**src/design/keyboard_report_key_event_diff_defines.svh**
```systemverilog
// Assertion macros shared by the key event diff block.
// Needs a clk and an active-low rst_n in the scope of each use.
`ifndef KEYBOARD_REPORT_KEY_EVENT_DIFF_DEFINES_SVH
`define KEYBOARD_REPORT_KEY_EVENT_DIFF_DEFINES_SVH

// same-cycle implication
`define KBDIFF_ASSERT_NOW(label, ante, cons, msg) \
  label: assert property (@(posedge clk) disable iff (!rst_n) (ante) |-> (cons)) \
    else $error(msg);

// next-cycle implication
`define KBDIFF_ASSERT_NEXT(label, ante, cons, msg) \
  label: assert property (@(posedge clk) disable iff (!rst_n) (ante) |=> (cons)) \
    else $error(msg);

`endif

```
**src/design/kbdiff_pkg.sv**
```systemverilog
// Types and constants for the keyboard report key event diff block.
// No dependencies.
`timescale 1ns / 1ps
package kbdiff_pkg;

  localparam int KEY_SLOTS      = 6;
  localparam int MIN_REPORT_LEN = 8;
  localparam int EVENT_LANES    = 2 * KEY_SLOTS;
  localparam int LANE_IDX_W     = $clog2(EVENT_LANES);

  localparam logic EV_RELEASE = 1'b0;
  localparam logic EV_PRESS   = 1'b1;

  typedef logic [7:0] key_code_t;

  typedef struct packed {
    logic [6:0] report_length;
    logic [7:0] modifier_bits;
    logic [7:0] key_0;
    logic [7:0] key_1;
    logic [7:0] key_2;
    logic [7:0] key_3;
    logic [7:0] key_4;
    logic [7:0] key_5;
  } in_t;

  typedef struct packed {
    logic       event_kind;
    logic [7:0] event_key;
    logic [7:0] event_modifiers;
    logic       last_event;
  } out_t;

  // lane results handed to the merge stage
  typedef struct packed {
    logic                   load;
    logic [EVENT_LANES-1:0] hit;
  } batch_t;

endpackage

```
**src/design/kbdiff_lane.sv**
```systemverilog
// One compare lane: flags a nonzero code that is missing from a slot set.
// Depends on kbdiff_pkg.
`timescale 1ns / 1ps
module kbdiff_lane #(
  parameter int SLOTS = kbdiff_pkg::KEY_SLOTS
) (
  input  kbdiff_pkg::key_code_t             code,
  input  kbdiff_pkg::key_code_t [SLOTS-1:0] slots,
  output logic                              hit
);
  import kbdiff_pkg::*;

  logic found;

  always_comb begin
    found = 1'b0;
    for (int i = 0; i < SLOTS; i++) begin
      if (slots[i] == code) begin
        found = 1'b1;
      end
    end
    hit = (code != '0) && !found;
  end

endmodule

```
**src/design/kbdiff_merge.sv**
```systemverilog
// Merge stage: holds the lane hits of one report and sends them out one
// beat at a time, releases first, through an output register.
// Depends on kbdiff_pkg and the defines header.
`timescale 1ns / 1ps
`include "keyboard_report_key_event_diff_defines.svh"
module kbdiff_merge (
  input  logic                                              clk,
  input  logic                                              rst_n,
  input  kbdiff_pkg::batch_t                                batch,
  input  kbdiff_pkg::key_code_t [kbdiff_pkg::EVENT_LANES-1:0] codes,
  input  logic [7:0]                                        rel_mods,
  input  logic [7:0]                                        prs_mods,
  output logic                                              idle,
  output logic                                              out_valid,
  input  logic                                              out_ready,
  output kbdiff_pkg::out_t                                  out_data
);
  import kbdiff_pkg::*;

  logic [EVENT_LANES-1:0] pending_r, pending_nxt;
  key_code_t [EVENT_LANES-1:0] codes_r;
  logic [7:0]             rel_mods_r, prs_mods_r;
  logic                   out_valid_r, out_valid_nxt;
  out_t                   out_data_r, out_data_nxt;

  logic [LANE_IDX_W-1:0]  pick;
  logic                   found;
  logic [EVENT_LANES-1:0] rest;
  logic                   adv;

  assign idle = (pending_r == '0);
  assign adv  = !idle && (!out_valid_r || out_ready);

  // lowest pending lane wins
  always_comb begin
    pick  = '0;
    found = 1'b0;
    for (int i = 0; i < EVENT_LANES; i++) begin
      if (pending_r[i] && !found) begin
        pick  = LANE_IDX_W'(i);
        found = 1'b1;
      end
    end
    rest       = pending_r;
    rest[pick] = 1'b0;
  end

  always_comb begin
    pending_nxt   = pending_r;
    out_valid_nxt = out_valid_r;
    out_data_nxt  = out_data_r;
    if (out_valid_r && out_ready) begin
      out_valid_nxt = 1'b0;
    end
    if (adv) begin
      pending_nxt                  = rest;
      out_valid_nxt                = 1'b1;
      out_data_nxt.event_kind      = (pick >= LANE_IDX_W'(KEY_SLOTS)) ? EV_PRESS : EV_RELEASE;
      out_data_nxt.event_key       = codes_r[pick];
      out_data_nxt.event_modifiers =
        (pick >= LANE_IDX_W'(KEY_SLOTS)) ? prs_mods_r : rel_mods_r;
      out_data_nxt.last_event      = (rest == '0);
    end
    if (batch.load) begin
      pending_nxt = batch.hit;
    end
  end

  always_ff @(posedge clk) begin
    if (!rst_n) begin
      pending_r   <= '0;
      out_valid_r <= 1'b0;
    end else begin
      pending_r   <= pending_nxt;
      out_valid_r <= out_valid_nxt;
    end
  end

  always_ff @(posedge clk) begin
    out_data_r <= out_data_nxt;
    if (batch.load) begin
      codes_r    <= codes;
      rel_mods_r <= rel_mods;
      prs_mods_r <= prs_mods;
    end
  end

  assign out_valid = out_valid_r;
  assign out_data  = out_data_r;

  `KBDIFF_ASSERT_NOW(a_load_when_idle, batch.load, pending_r == '0, "batch loaded over pending events")
  `KBDIFF_ASSERT_NEXT(a_one_per_beat, adv,
    $countones(pending_r) == $past($countones(pending_r)) - 1, "pending events not retired one at a time")
  `KBDIFF_ASSERT_NEXT(a_last_drains, adv && (rest == '0),
    out_valid_r && out_data_r.last_event && (pending_r == '0), "last event flag out of step")

endmodule

```
**src/design/keyboard_report_key_event_diff.sv**
```systemverilog
// Keyboard boot report key event diff, top level.
// On accept, the lane hits are registered as pending events; the merge stage then moves
// them into the output register one event per cycle while out_ready does not stall it, and
// the next report is taken once the previous one's last event is in the output register.
// Twelve compare lanes work in parallel at accept; the merge stage sets the event rate.
// Reset (rst_n, synchronous): held keys and modifiers zero, no events pending.
`timescale 1ns / 1ps
module keyboard_report_key_event_diff (
  input  logic             clk,
  input  logic             rst_n,
  input  logic             in_valid,
  output logic             in_ready,
  input  kbdiff_pkg::in_t  in_data,
  output logic             out_valid,
  input  logic             out_ready,
  output kbdiff_pkg::out_t out_data
);
  import kbdiff_pkg::*;

  key_code_t [KEY_SLOTS-1:0]   held_keys_r, held_keys_nxt;
  logic [7:0]                  held_mods_r, held_mods_nxt;
  key_code_t [KEY_SLOTS-1:0]   fresh;
  key_code_t [EVENT_LANES-1:0] codes;
  logic [EVENT_LANES-1:0]      hit;
  logic                        take;
  logic                        idle;
  batch_t                      batch;

  assign fresh = {in_data.key_5, in_data.key_4, in_data.key_3,
                  in_data.key_2, in_data.key_1, in_data.key_0};

  assign in_ready = idle;
  assign take     = in_valid && in_ready &&
                    (in_data.report_length >= 7'(MIN_REPORT_LEN));

  // lanes 0..5 look for releases, 6..11 for presses
  for (genvar g = 0; g < KEY_SLOTS; g++) begin : g_lane
    kbdiff_lane #(.SLOTS(KEY_SLOTS)) u_rel (
      .code  (held_keys_r[g]),
      .slots (fresh),
      .hit   (hit[g])
    );
    kbdiff_lane #(.SLOTS(KEY_SLOTS)) u_prs (
      .code  (fresh[g]),
      .slots (held_keys_r),
      .hit   (hit[KEY_SLOTS + g])
    );
    assign codes[g]             = held_keys_r[g];
    assign codes[KEY_SLOTS + g] = fresh[g];
  end

  assign batch.load = take;
  assign batch.hit  = hit;

  kbdiff_merge u_merge (
    .clk       (clk),
    .rst_n     (rst_n),
    .batch     (batch),
    .codes     (codes),
    .rel_mods  (held_mods_r),
    .prs_mods  (in_data.modifier_bits),
    .idle      (idle),
    .out_valid (out_valid),
    .out_ready (out_ready),
    .out_data  (out_data)
  );

  always_comb begin
    held_keys_nxt = held_keys_r;
    held_mods_nxt = held_mods_r;
    if (take) begin
      held_keys_nxt = fresh;
      held_mods_nxt = in_data.modifier_bits;
    end
  end

  always_ff @(posedge clk) begin
    if (!rst_n) begin
      held_keys_r <= '0;
      held_mods_r <= '0;
    end else begin
      held_keys_r <= held_keys_nxt;
      held_mods_r <= held_mods_nxt;
    end
  end

endmodule
```
**config.mk**
```make
export PLATFORM = sky130hd
export DESIGN_NAME = keyboard_report_key_event_diff
export DESIGN_NICKNAME = d
export VERILOG_FILES = /design/src/design/kbdiff_pkg.sv /design/src/design/kbdiff_lane.sv /design/src/design/kbdiff_merge.sv /design/src/design/keyboard_report_key_event_diff.sv
export VERILOG_INCLUDE_DIRS = /design/src /design/src/design
export SDC_FILE = /design/constraint.sdc
export NUM_CORES = 1
export LEC_CHECK = 0
export ABC_AREA = 1
export BUFFER_PORTS_ARGS = -buffer_cell sky130_fd_sc_hd__buf_2
export CELL_PAD_IN_SITES_DETAIL_PLACEMENT = 1
export CELL_PAD_IN_SITES_GLOBAL_PLACEMENT = 1
export CORE_AREA = 3 3 163 165
export DETAILED_ROUTE_END_ITERATION = 8
export DIE_AREA = 0 0 166 168
export GPL_TIMING_DRIVEN = 0
export MAX_ROUTING_LAYER = met4
export PLACE_DENSITY_LB_ADDON = 0.3
export SETUP_SLACK_MARGIN = 0.1
export SLEW_MARGIN = 15
export SYNTH_ARGS = -nofsm -noshare
export SYNTH_HDL_FRONTEND = slang
export SYNTH_SLANG_ARGS = --single-unit
```
**constraint.sdc**
```tcl
create_clock -name clk -period 4 [get_ports clk]
set_input_delay 0.8 -clock clk [delete_from_list [all_inputs] [get_ports clk]]
set_output_delay 0.8 -clock clk [all_outputs]
set_load 0.01 [all_outputs]
```
==> results of run 1 <==
==> synth_stat cells, drive strengths merged <==
cell type	n
nand2	636
edfxtp	130
inv	115
clkbuf	109
xor2	103
nand3	88
a21oi	83
nand4	75
dfxtp	69
nor2	65
o21ai	54
nor3	45
xnor2	36
buf	23
nor4	20
mux2	8
and2	3
or2	2
a21boi	1
a41oi	1
clkinv	1
nand3b	1
o22ai	1
==> cell type report <==
class / instances / area, sq um / area share, %
Inverter: 116 / 435 / 3.15
Clock inverter: 14 / 196 / 1.42
Buffer: 132 / 563 / 4.07
Sequential cell: 199 / 5290 / 38.2
Tap cell: 330 / 413 / 2.99
Clock buffer: 18 / 450 / 3.26
Multi-Input combinational cell: 1222 / 6040 / 43.7
Timing Repair Buffer: 83 / 438 / 3.17
==> routing by layer <==
layer	vias up	share of wire, %	global-route usage (%)
li1	5617	-	-
met1	6314	39	51.8
met3	185	8.6	5.28
met2	774	46	62.6
met4	0	6.0	21.7
met5	-	0	-
==> cell families after synthesis <==
family | Yosys count | synth area share (%)
buffers and inverters | 248 | 8.07
muxes | 8 | 0.731
DFF | 199 | 42.9
xor gates and xnor gates | 139 | 9.88
AOI/OAI and AO/OA | 140 | 5.84
and+or+nand+nor | 935 | 32.6
==> registers in the layout, indices dropped and copies added, names as in the netlist <==
| name | count |
|---|---|
| u_merge.codes_r | 96 |
| codes | 48 |
| u_merge.out_data | 18 |
| u_merge.pending_r | 12 |
| held_mods_r | 8 |
| u_merge.prs_mods_r | 8 |
| u_merge.rel_mods_r | 8 |
| u_merge.out_valid | 1 |
==> power by group <==
| part | internal [uW] | leakage, uW | total [uW] | switching [uW] |
|---|---|---|---|---|
| sequential | 3350 | 0.00179 | 3760 | 415 |
| combinational | 1700 | 0.00401 | 6100 | 4400 |
| clock | 918 | 0.000315 | 1940 | 1020 |
==> per-stage QoR <==
stage | utilization (%) | hold slack [ps] | setup WS, ps | total power, uW | instance area (sq um)
after floorplan | - | 406 | 1530 | 7380 | 12300
after global placement | 52.2 | 410 | 739 | 9250 | 13100
after detailed placement | 52.3 | 416 | 844 | 9690 | 13200
after global routing | 54.9 | 437 | 960 | 12400 | 13800
final | 54.9 | 433 | 1180 | 11800 | 13800
after CTS | 54.9 | 433 | 1200 | 11600 | 13800
==> how the worst max path moves through the flow <==
stage | start | to | slack (ps) | depth (start not counted)
floorplan | u_merge.pending_r[2] | u_merge.codes_r[0] | 1530 | 8
global placement | u_merge.pending_r[0] | u_merge.pending_r[10] | 740 | 12
detailed placement | in_data[20] | u_merge.pending_r[5] | 840 | 13
CTS | u_merge.pending_r[0] | u_merge.codes_r[93] | 1200 | 9
global route | u_merge.pending_r[0] | u_merge.pending_r[3] | 960 | 10
finish | u_merge.pending_r[0] | u_merge.codes_r[85] | 1180 | 9
==> metrics.yaml, run 1 <==
clock_network:
  cts.clk_slew.worst_paths_ps: 100
  post-cts-setup-buffers: 0
  ctsRootBufferMaster: "clkbuf_16"
  clkLatencyLatePin_ps: 470
  cts-htree-levels: 4
  cts_tree: "built"
  clock-sinks: 199
  hold_buffers: 0
  cts_resized: 0
  cts_buffer_depth: 2
  cts_buffers: 17
logic_synthesis:
  ys_ff_latch: 199
  syn_nets: 1736
  syn_area_per_cell_sq_um: 7.38
  synth_top_area_share_pct: 31.7
  syn-cell-area_sq_mm: 0.0123
  yosysSeqAreaShare_pct: 42.9
  ys_warn_count: 0
  synth.distinct_cells: 37
  netlist_top_cells_area: "edfxtp_1, nand2_1, dfxtp_1"
  syn_inst: 1669
  post-synth-top-area-cell: "edfxtp_1"
timing:
  worst_slew_pin_slew_ps: 1160
  timing.final.crit_share_pct: 70.5
  fmax_mhz: 355
  fin_setup_tns_ps: 0
  hold_viol: 0
  maxSlewViolCount: 0
  finalClockSkew_ps: 23.4
  finalCriticalPeriod_ps: 2820
  slew_headroom_pct: 22.2
  rsz0062_at_grt: "no"
  setup_violations: 0
die:
  start_util_pct: 48.9
  fp-row-count: 58
  core_region_area_sq_mm: 0.0252
  die_area_sq_mm: 0.0279
  fp.dieW_microns: 166
  pin_count: 87
  die_h_microns: 168
pwr:
  power.density_mw_per_mm2: 854
  peakVddDrop_mv: 0.466
  p_leak_uw: 0.00612
worst_setup_path:
  slowest_stage: "buf_6"
  end_kind: "register"
  critPathKind: "register to register"
  regToRegSetupSlack_ps: 1180
  rr_worst_depth: 9
  path_delay_family: "buffers and inverters"
  worstSetupStartpointType: "register"
  path_buf_inv: 3
  slowest_delay_ps: 580
  r2r_end: "u_merge.codes_r[85]"
  cp_max_fo: 66
  path_cells: "nor2_4 > nand2_4 > nor2_8 > nand3_4 > nor2_4 > nand3_2 > inv_2 > buf_6 > buf_16"
  cp.required_ps: 4130
  crit_arrival_ps: 2950
  r2r_start: "u_merge.pending_r[0]"
  cp_common_cell: "nor2_4"
global_routing:
  grt_pass1_vias: 13000
  track_usage_pct: 40.3
  grt_pass1_wl_microns: 81800
  globalRoute.totalOverflow: 0
  grt_max_degree: 67
  antenna_found_initial: 0
drt:
  vias_per_cell: 6.10
  ant_nets: 0
  drt-initial-drc-count: 1610
  drt_wl_total_microns: 55500
  first_pass_iters: 5
  num_vias: 12900
  drcViolationCount: 0
  wl_per_cell_microns: 26.3
worst_hold_path:
  whs_endpoint: "u_merge.codes_r[21]"
  hp-start: "codes[21]"
  hold_class: "register to register"
  hold_depth: 0
cells_and_area:
  final_cell_mix: "nand2_1, edfxtp_1, inv_1, clkbuf_1, xor2_1"
  layoutNonFillerInstCount: 2114
  layout_commonest_cell: "nand2_1"
  n_fill_cell: 3281
  antennaDiodeCount: 0
  layout-drive-gt1-share_pct: 9.42
  area_delta_synth_final_pct: 12.2
  nets: 1838
place:
  gp_congestion: 0.987
  dp.cells: 2082
  dp_hpwl_microns: 42400
  port_buffers: 82
status:
  outcome: "completed"
flow_run:
  maxCapViolCount: 0
No activity file was read; power rests on OpenSTA's default activity.
==> run 2: changes to the inputs <==
--- a/config.mk
+++ b/config.mk
@@ -10,9 +10,9 @@
 export BUFFER_PORTS_ARGS = -buffer_cell sky130_fd_sc_hd__buf_2
 export CELL_PAD_IN_SITES_DETAIL_PLACEMENT = 1
 export CELL_PAD_IN_SITES_GLOBAL_PLACEMENT = 1
-export CORE_AREA = 3 3 163 165
+export CORE_AREA = 3 3 178 180
 export DETAILED_ROUTE_END_ITERATION = 8
-export DIE_AREA = 0 0 166 168
+export DIE_AREA = 0 0 181 183
 export GPL_TIMING_DRIVEN = 0
 export MAX_ROUTING_LAYER = met4
 export PLACE_DENSITY_LB_ADDON = 0.3
==> constraint.sdc (replaced) <==
create_clock -name clk -period 2.5 [get_ports clk]
set_input_delay 0.5 -clock clk [delete_from_list [all_inputs] [get_ports clk]]
set_output_delay 0.5 -clock clk [all_outputs]
set_load 0.01 [all_outputs]
==> run 2 against run 1 <==
Against the previous run: cell count rose by 3.3%; die area rose by 19%; register-to-register slack got worse by 1000 ps; clock power rose by 39%; maximum frequency rose by 21%; via count fell by 3.4%; sequential power rose by 57%; wire length fell by 0.39%; utilization fell by 8.8 points; largest cell class unchanged; highest routed layer unchanged.
==> metrics.yaml, run 2 (synthesis gave the netlist of run 1 again) <==
status:
  outcome: "completed"
drt:
  wl_per_cell_microns: 25.3  # -3.5%
  drt_wl_total_microns: 55300  # -0.39%
  drt-initial-drc-count: 1330  # -17%
  drcViolationCount: 0  # unchanged
  ant_nets: 0  # unchanged
  vias_per_cell: 5.71  # -6.4%
  num_vias: 12500  # -3.4%
  first_pass_iters: 7  # +2
worst_setup_path:
  worstSetupStartpointType: "register"
  critPathKind: "register to register"
  r2r_start: "codes[10]"
  path_cells: "inv_1 > nand2_1 > nand4_1 > nor3_1 > nor2_1 > nand3_1 > nand3_1 > nand2_1 > inv_1"
  regToRegSetupSlack_ps: 170  # -1010 ps
  cp-endpoint: "u_merge.pending_r[1]"
  slowest_delay_ps: 580  # about the same
  rr_worst_depth: 9  # unchanged
  slowest_stage: "dfxtp_1"
  cp_max_fo: 8  # -88%
  crit_start: "codes[10]"
  crit_arrival_ps: 2690  # -260 ps
  cp.required_ps: 2860  # -1270 ps
  end_kind: "register"
  r2r_end: "u_merge.pending_r[1]"
pwr:
  clkPwrFrac_pct: 14.6  # -1.8 points
  p_int_uw: 9640  # +62%
  p_sw_uw: 8870  # +52%
  p_comb_share_pct: 53.6  # +1.9 points
  seq_power_share_pct: 31.8  # about the same
  peakVddDrop_mv: 0.509  # +9.3%
  total_power_uw: 18500  # +57%
  sw_frac_of_total_pct: 47.9  # -1.5 points
  p_leak_uw: 0.00622  # +1.6%
  power.density_mw_per_mm2: 1320  # +55%
cells_and_area:
  layout_commonest_cell: "nand2_1"
  antennaDiodeCount: 0  # unchanged
  final_cell_mix: "nand2_1, edfxtp_1, inv_1"
  multi_input_area_sq_mm: 0.00608  # +0.62%
  final_cell_area_sq_mm: 0.0140  # +1.3%
  layout-drive-gt1-share_pct: 11.6  # +2.2 points
  n_fill_cell: 3868  # +18%
  nets: 1841  # +0.16%
  layoutNonFillerInstCount: 2183  # +3.3%
  area_delta_synth_final_pct: 13.6
  fin_util_pct: 46.1  # -8.8 points
  largest-register: "u_merge.codes_r"
  regArea_sq_mm: 0.00529  # about the same
  largest_reg_flops: 96  # unchanged
timing:
  worst_slew_pin_slew_ps: 1010  # -146 ps
  timing.final.crit_share_pct: 93.3  # +23 points
  maxSlewViolCount: 0  # unchanged
  fin_setup_tns_ps: 0  # unchanged
  fmax_mhz: 429  # +21%
  finalClockSkew_ps: 15.0  # -8.41 ps
  slew_headroom_pct: 32.4  # +10 points
  hold_viol: 0  # unchanged
  finalCriticalPeriod_ps: 2330  # -486 ps
  setup_violations: 0  # unchanged
  rsz0062_at_grt: "yes"
die:
  start_util_pct: 40.6  # -8.3 points
  pin_count: 87  # unchanged
  die_h_microns: 183  # +8.9%
  core_region_area_sq_mm: 0.0303  # +21%
  die_area_sq_mm: 0.0331  # +19%
  fp.dieW_microns: 181  # +9.0%
  fp-row-count: 64  # +10%
global_routing:
  antenna_found_initial: 0  # unchanged
  grt_pass1_wl_microns: 80700  # -1.2%
  grt_pass1_vias: 12300  # -5.1%
  globalRoute.totalOverflow: 0  # unchanged
  track_usage_pct: 33.9  # -6.5 points
  grt_max_degree: 62  # -7.5%
clock_network:
  cts.clk_slew.worst_paths_ps: 90  # about the same
  cts_tree: "built"
  ctsRootBufferMaster: "clkbuf_16"
  clkLatencyLatePin_ps: 450  # -20 ps
  cts_buffer_depth: 2  # unchanged
  cts_buffers: 17  # unchanged
  cts-htree-levels: 4  # unchanged
  clock-sinks: 199  # unchanged
  hold_buffers: 0  # unchanged
place:
  gp_congestion: 1.01  # +2.5%
  port_buffers: 82  # unchanged
  dp_hpwl_microns: 42200  # -0.53%
  dpl_cell_area_sq_mm: 0.0132  # +0.42%
  dp.cells: 2147  # +3.1%
worst_hold_path:
  hold_class: "primary input to register"
flow_run:
  maxCapViolCount: 0  # unchanged
-- run 2: cell types whose count changed in the layout (fill, tap and decap cells not counted), moves of 3 or more --
cell	delta
clkbuf_1	-27
inv_12	-4
buf_4	+3
dfxtp_2	+4
clkinv_4	+3
dfxtp_1	-4
clkbuf_2	+25
buf_2	-3
-- run 2: worst min path at each step --
stage / start / end / depth (start not counted)
after floorplan: codes[0] / u_merge.codes_r[0] / 0
after global placement: codes[41] / u_merge.codes_r[41] / 0
after detailed placement: codes[37] / u_merge.codes_r[37] / 0
after CTS: in_data[53] / u_merge.prs_mods_r[5] / 1
after global routing: in_data[48] / u_merge.prs_mods_r[0] / 1
final: in_data[37] / u_merge.codes_r[61] / 1
-- run 2: power groups by stage --
stage	clock [uW]	combinational, uW	sequential (uW)
after global routing	2840	10800	6020
final	2700	9930	5890
after CTS	2690	9570	5870
after floorplan	0	5980	5830
after detailed placement	0	9280	5970
after global placement	0	9060	5880
-- run 2: layer usage --
layer	track usage, %	up-vias	part of all wire [%]
met1	44.7	6112	42
met3	4.52	119	7.4
met4	13.2	0	4.4
li1	-	5622	-
met5	-	-	0
met2	53.4	605	46
-- run 2: area by class of cell --
cell class	instances	area share, %
repair buffers	88	3.61
inverters	116	3.16
multi-input cells	1222	43.4
clock buffers	17	3.04
plain buffers	130	4.41
flip-flops and latches	199	37.8
well taps	396	3.54
clock inverters	15	1.04
-- run 2: what timing repair did --
action | in CTS | in global routing
pin swaps | 1 | 3
gates cloned | 1 | 1
setup endpoints to repair | 156 | 131
resized for setup | 11 | 64
setup buffers | 3 | 1
-- run 2: worst max-delay path: cells and delay by family, from the launching register on --
kind | cells | cell delay (ps)
buf+inv | 2 | 350
flops | 1 | 580
simple gates | 7 | 1310
-- run 2: through the flow --
step	worst slack, ps	hold WS, ps
after global routing	82.9	238
final	167	246
after global placement	-390	412
after CTS	57.5	239
after detailed placement	-488	415
after floorplan	261	406
==> run 3: changes to the inputs <==
--- a/config.mk
+++ b/config.mk
@@ -6,13 +6,12 @@
 export SDC_FILE = /design/constraint.sdc
 export NUM_CORES = 1
 export LEC_CHECK = 0
-export ABC_AREA = 1
 export BUFFER_PORTS_ARGS = -buffer_cell sky130_fd_sc_hd__buf_2
 export CELL_PAD_IN_SITES_DETAIL_PLACEMENT = 1
 export CELL_PAD_IN_SITES_GLOBAL_PLACEMENT = 1
-export CORE_AREA = 3 3 178 180
+export CORE_AREA = 3 3 166 168
 export DETAILED_ROUTE_END_ITERATION = 8
-export DIE_AREA = 0 0 181 183
+export DIE_AREA = 0 0 169 171
 export GPL_TIMING_DRIVEN = 0
 export MAX_ROUTING_LAYER = met4
 export PLACE_DENSITY_LB_ADDON = 0.3
==> run 3 against run 2 <==
Against the previous run: the flow now finishes with violations (setup timing); sequential share of layout area fell by 3.6 points; clock skew rose by 4.0 ps; global-route usage rose by 3.5 points; register-to-register slack got worse by 1100 ps; utilization rose by 13 points; critical path type unchanged; largest cell class unchanged.
==> metrics.yaml, run 3 <==
worst_setup_path:
  path_cells: "buf_6 > or4_4 > buf_6 > nor4_4 > nor3_4 > buf_6 > buf_12 > buf_12 > mux2_4 > a222oi_1 > o221ai_1"
  worstSetupStartpointType: "register"
  crit_arrival_ps: 3530  # +840 ps
  rr_worst_depth: 11  # +2
  slowest_delay_ps: 500  # -80 ps
  cp_max_fo: 8  # unchanged
  slowest_stage: "or4_4"
  cp_num_cells: 11  # +2
  path_buf_inv: 5  # +3
  path_delay_family: "simple AND/OR/NAND/NOR gates"
  end_kind: "register"
  cp.required_ps: 2640  # -220 ps
  cp_common_cell: "buf_6"
  critPathKind: "register to register"
timing:
  hold_viol: 0  # unchanged
  timing.final.crit_share_pct: 135  # +42 points
  slew_headroom_pct: 19.5  # -13 points
  setup_violations: 190  # +190
  maxSlewViolCount: 0  # unchanged
  fmax_mhz: 296  # -31%
  finalCriticalPeriod_ps: 3380  # +1050 ps
  finalClockSkew_ps: 19.0  # +3.97 ps
  rsz0062_at_grt: "yes"
  fin_setup_tns_ps: -70990  # -70990 ps
  setup_slack_ps: -884  # -1050 ps
  worst_slew_pin_slew_ps: 1210  # +194 ps
drt:
  wl_per_cell_microns: 34.6  # +37%
  num_vias: 11400  # -8.7%
  vias_per_cell: 6.77  # +19%
  met2_length_microns: 25600  # +0.87%
  first_pass_iters: 8  # +1
  wl_met3_microns: 7050  # +72%
  drt_wl_total_microns: 58200  # +5.2%
  drcViolationCount: 0  # unchanged
  highest_layer: "met4"
  ant_nets: 0  # unchanged
  drt-initial-drc-count: 1717  # +29%
  wl_met1_microns: 20200  # -14%
logic_synthesis:
  syn_nets: 1192  # -31%
  netlist_top_cells_area: "edfxtp_1, dfxtp_1, xnor2_1"
  yosysSeqAreaShare_pct: 45.9  # +3.0 points
  ys_warn_count: 0  # unchanged
  ys.flop_type: "edfxtp_1"
  synth_top_area_share_pct: 33.9  # +2.2 points
  synth_common_cells: "nand2_1, xnor2_1, xor2_1, edfxtp_1, clkbuf_1"
  synth.distinct_cells: 54  # +46%
  post-synth-top-area-cell: "edfxtp_1"
  syn_inst: 1125  # -33%
  synth.most_common_cell: "nand2_1"
  syn_area_per_cell_sq_um: 10.2  # +39%
  synth-edff-count: 130  # unchanged
  syn-cell-area_sq_mm: 0.0115  # -6.6%
  async_flop_share_pct: 0  # unchanged
  ys_ff_latch: 199  # unchanged
clock_network:
  cts_buffer_depth: 2  # unchanged
  clkLatencyLatePin_ps: 470  # +20 ps
  cts-htree-levels: 4  # unchanged
  clock-sinks: 199  # unchanged
  cts_tree: "built"
  ctsRootBufferMaster: "clkbuf_16"
  cts.clk_slew.worst_paths_ps: 100  # about the same
  cts_buffers: 17  # unchanged
worst_hold_path:
  hold_class: "primary input to register"
  hold_depth: 1  # unchanged
place:
  dp_slack_ps: -1040  # -557 ps
  dp_hpwl_microns: 31100  # -26%
  dp.cells: 1542  # -28%
  port_buffers: 82  # unchanged
  gp_congestion: 0.989  # -2.2%
global_routing:
  track_usage_pct: 37.3  # +3.5 points
  globalRoute.totalOverflow: 0  # unchanged
  antenna_found_initial: 2  # +2
  grt_pass1_wl_microns: 76000  # -5.9%
  grt_pass1_vias: 11000  # -11%
  grt_max_degree: 26  # -58%
cells_and_area:
  multi_input_area_sq_mm: 0.00648  # +6.6%
  regArea_sq_mm: 0.00530  # +0.12%
  n_fill_cell: 2744  # -29%
  layout-drive-gt1-share_pct: 30.4  # +19 points
  nets: 1398  # -24%
  final_cell_mix: "xnor2_1, xor2_1, edfxtp_1"
  layoutNonFillerInstCount: 1680  # -23%
  largest_reg_flops: 96  # unchanged
  area_delta_synth_final_pct: 34.4
  layout_commonest_cell: "xnor2_1"
  largest-register: "u_merge.codes_r"
die:
  fp-row-count: 59  # -7.8%
  die_h_microns: 171  # -6.6%
  pin_count: 87  # unchanged
  die_area_sq_mm: 0.0289  # -13%
  start_util_pct: 44.2  # +3.6 points
  core_region_area_sq_mm: 0.0261  # -14%
  fp.dieW_microns: 169  # -6.6%
status:
  violations: "setup timing"
  outcome: "finished, violations left"
flow_run:
  maxCapViolCount: 0  # unchanged
[run 3: changes by cell type after synthesis, moves of 39 or more]
cell,previous run,this run
a21boi_0,1,58
nand2_1,632,154
nand3_1,84,3
nor2_1,61,18
nor4_1,20,59
a21oi_1,82,6
inv_1,109,2
xnor2_1,36,152
nor3_1,44,5
[run 3: worst register-to-register path, stage by stage, from the launching register on]
cell	delay, ps
dfxtp_2	350
buf_6	130
or4_4	510
buf_6	150
nor4_4	320
nor3_4	130
buf_6	170
buf_12	140
buf_12	150
mux2_4	310
a222oi_1	420
o221ai_1	320
[run 3: worst paths after layout]
check	startpoint	end	slack, ps
max	u_merge.pending_r[1]	u_merge.out_data[16]	-880
min	in_data[37]	u_merge.codes_r[61]	220
max reg2reg	u_merge.pending_r[1]	u_merge.out_data[16]	-880
min reg2reg	codes[21]	u_merge.codes_r[21]	430
[run 3: logic make-up (layout without fill, tap and decap cells)]
| group | count (synthesis) | in the layout | share of synthesized area, % |
|---|---|---|---|
| AO/OA/AOI/OAI | 162 | 162 | 10.7 |
| XOR/XNOR | 288 | 288 | 21.9 |
| buffers and inverters | 132 | 351 | 4.54 |
| flip-flops | 199 | 199 | 45.9 |
| multiplexers | 30 | 30 | 3.15 |
| other | 0 | 1 | 0 |
| AND/OR/NAND/NOR | 314 | 314 | 13.9 |
[run 3: stage by stage]
step | instance area (sq um) | hold WS (ps) | util (%)
3_5_place_dp | 12400 | 414 | 47.7
4_1_cts | 14800 | 209 | 56.7
5_1_grt | 15500 | 214 | 59.4
2_1_floorplan | 11600 | 406 | -
3_3_place_gp | 12400 | 409 | 47.7
6_report | 15500 | 219 | 59.4
[run 3: cell type report]
cell class / instances / area share [%]
clock inverter: 15 / 1.51
tap: 335 / 2.71
timing repair buffer: 191 / 12.0
inverter: 3 / 0.146
sequential: 199 / 34.2
buffer: 125 / 4.79
multi-input combinational: 794 / 41.9
clock buffer: 17 / 2.75
antenna: 1 / 0.0162
[run 3: per-layer routing]
| metal | track usage [%] | vias to the layer above |
|---|---|---|
| met3 | 8.41 | 401 |
| li1 | - | 4398 |
| met4 | 21.7 | 0 |
| met5 | - | - |
| met2 | 58.0 | 1028 |
| met1 | 44.8 | 5552 |
[run 3: repair_timing]
action / 4_1_cts / 5_1_grt
hold buffers: 0 / 0
setup buffers: 63 / 27
setup endpoints to repair: 217 / 216
gates cloned: 19 / 6
pin swaps: 52 / 71
resized for setup: 238 / 142
Power of run 3 is left out: the tool's default activity adds up to more than one toggle a clock period on the data nets, which glitch-free logic cannot reach.
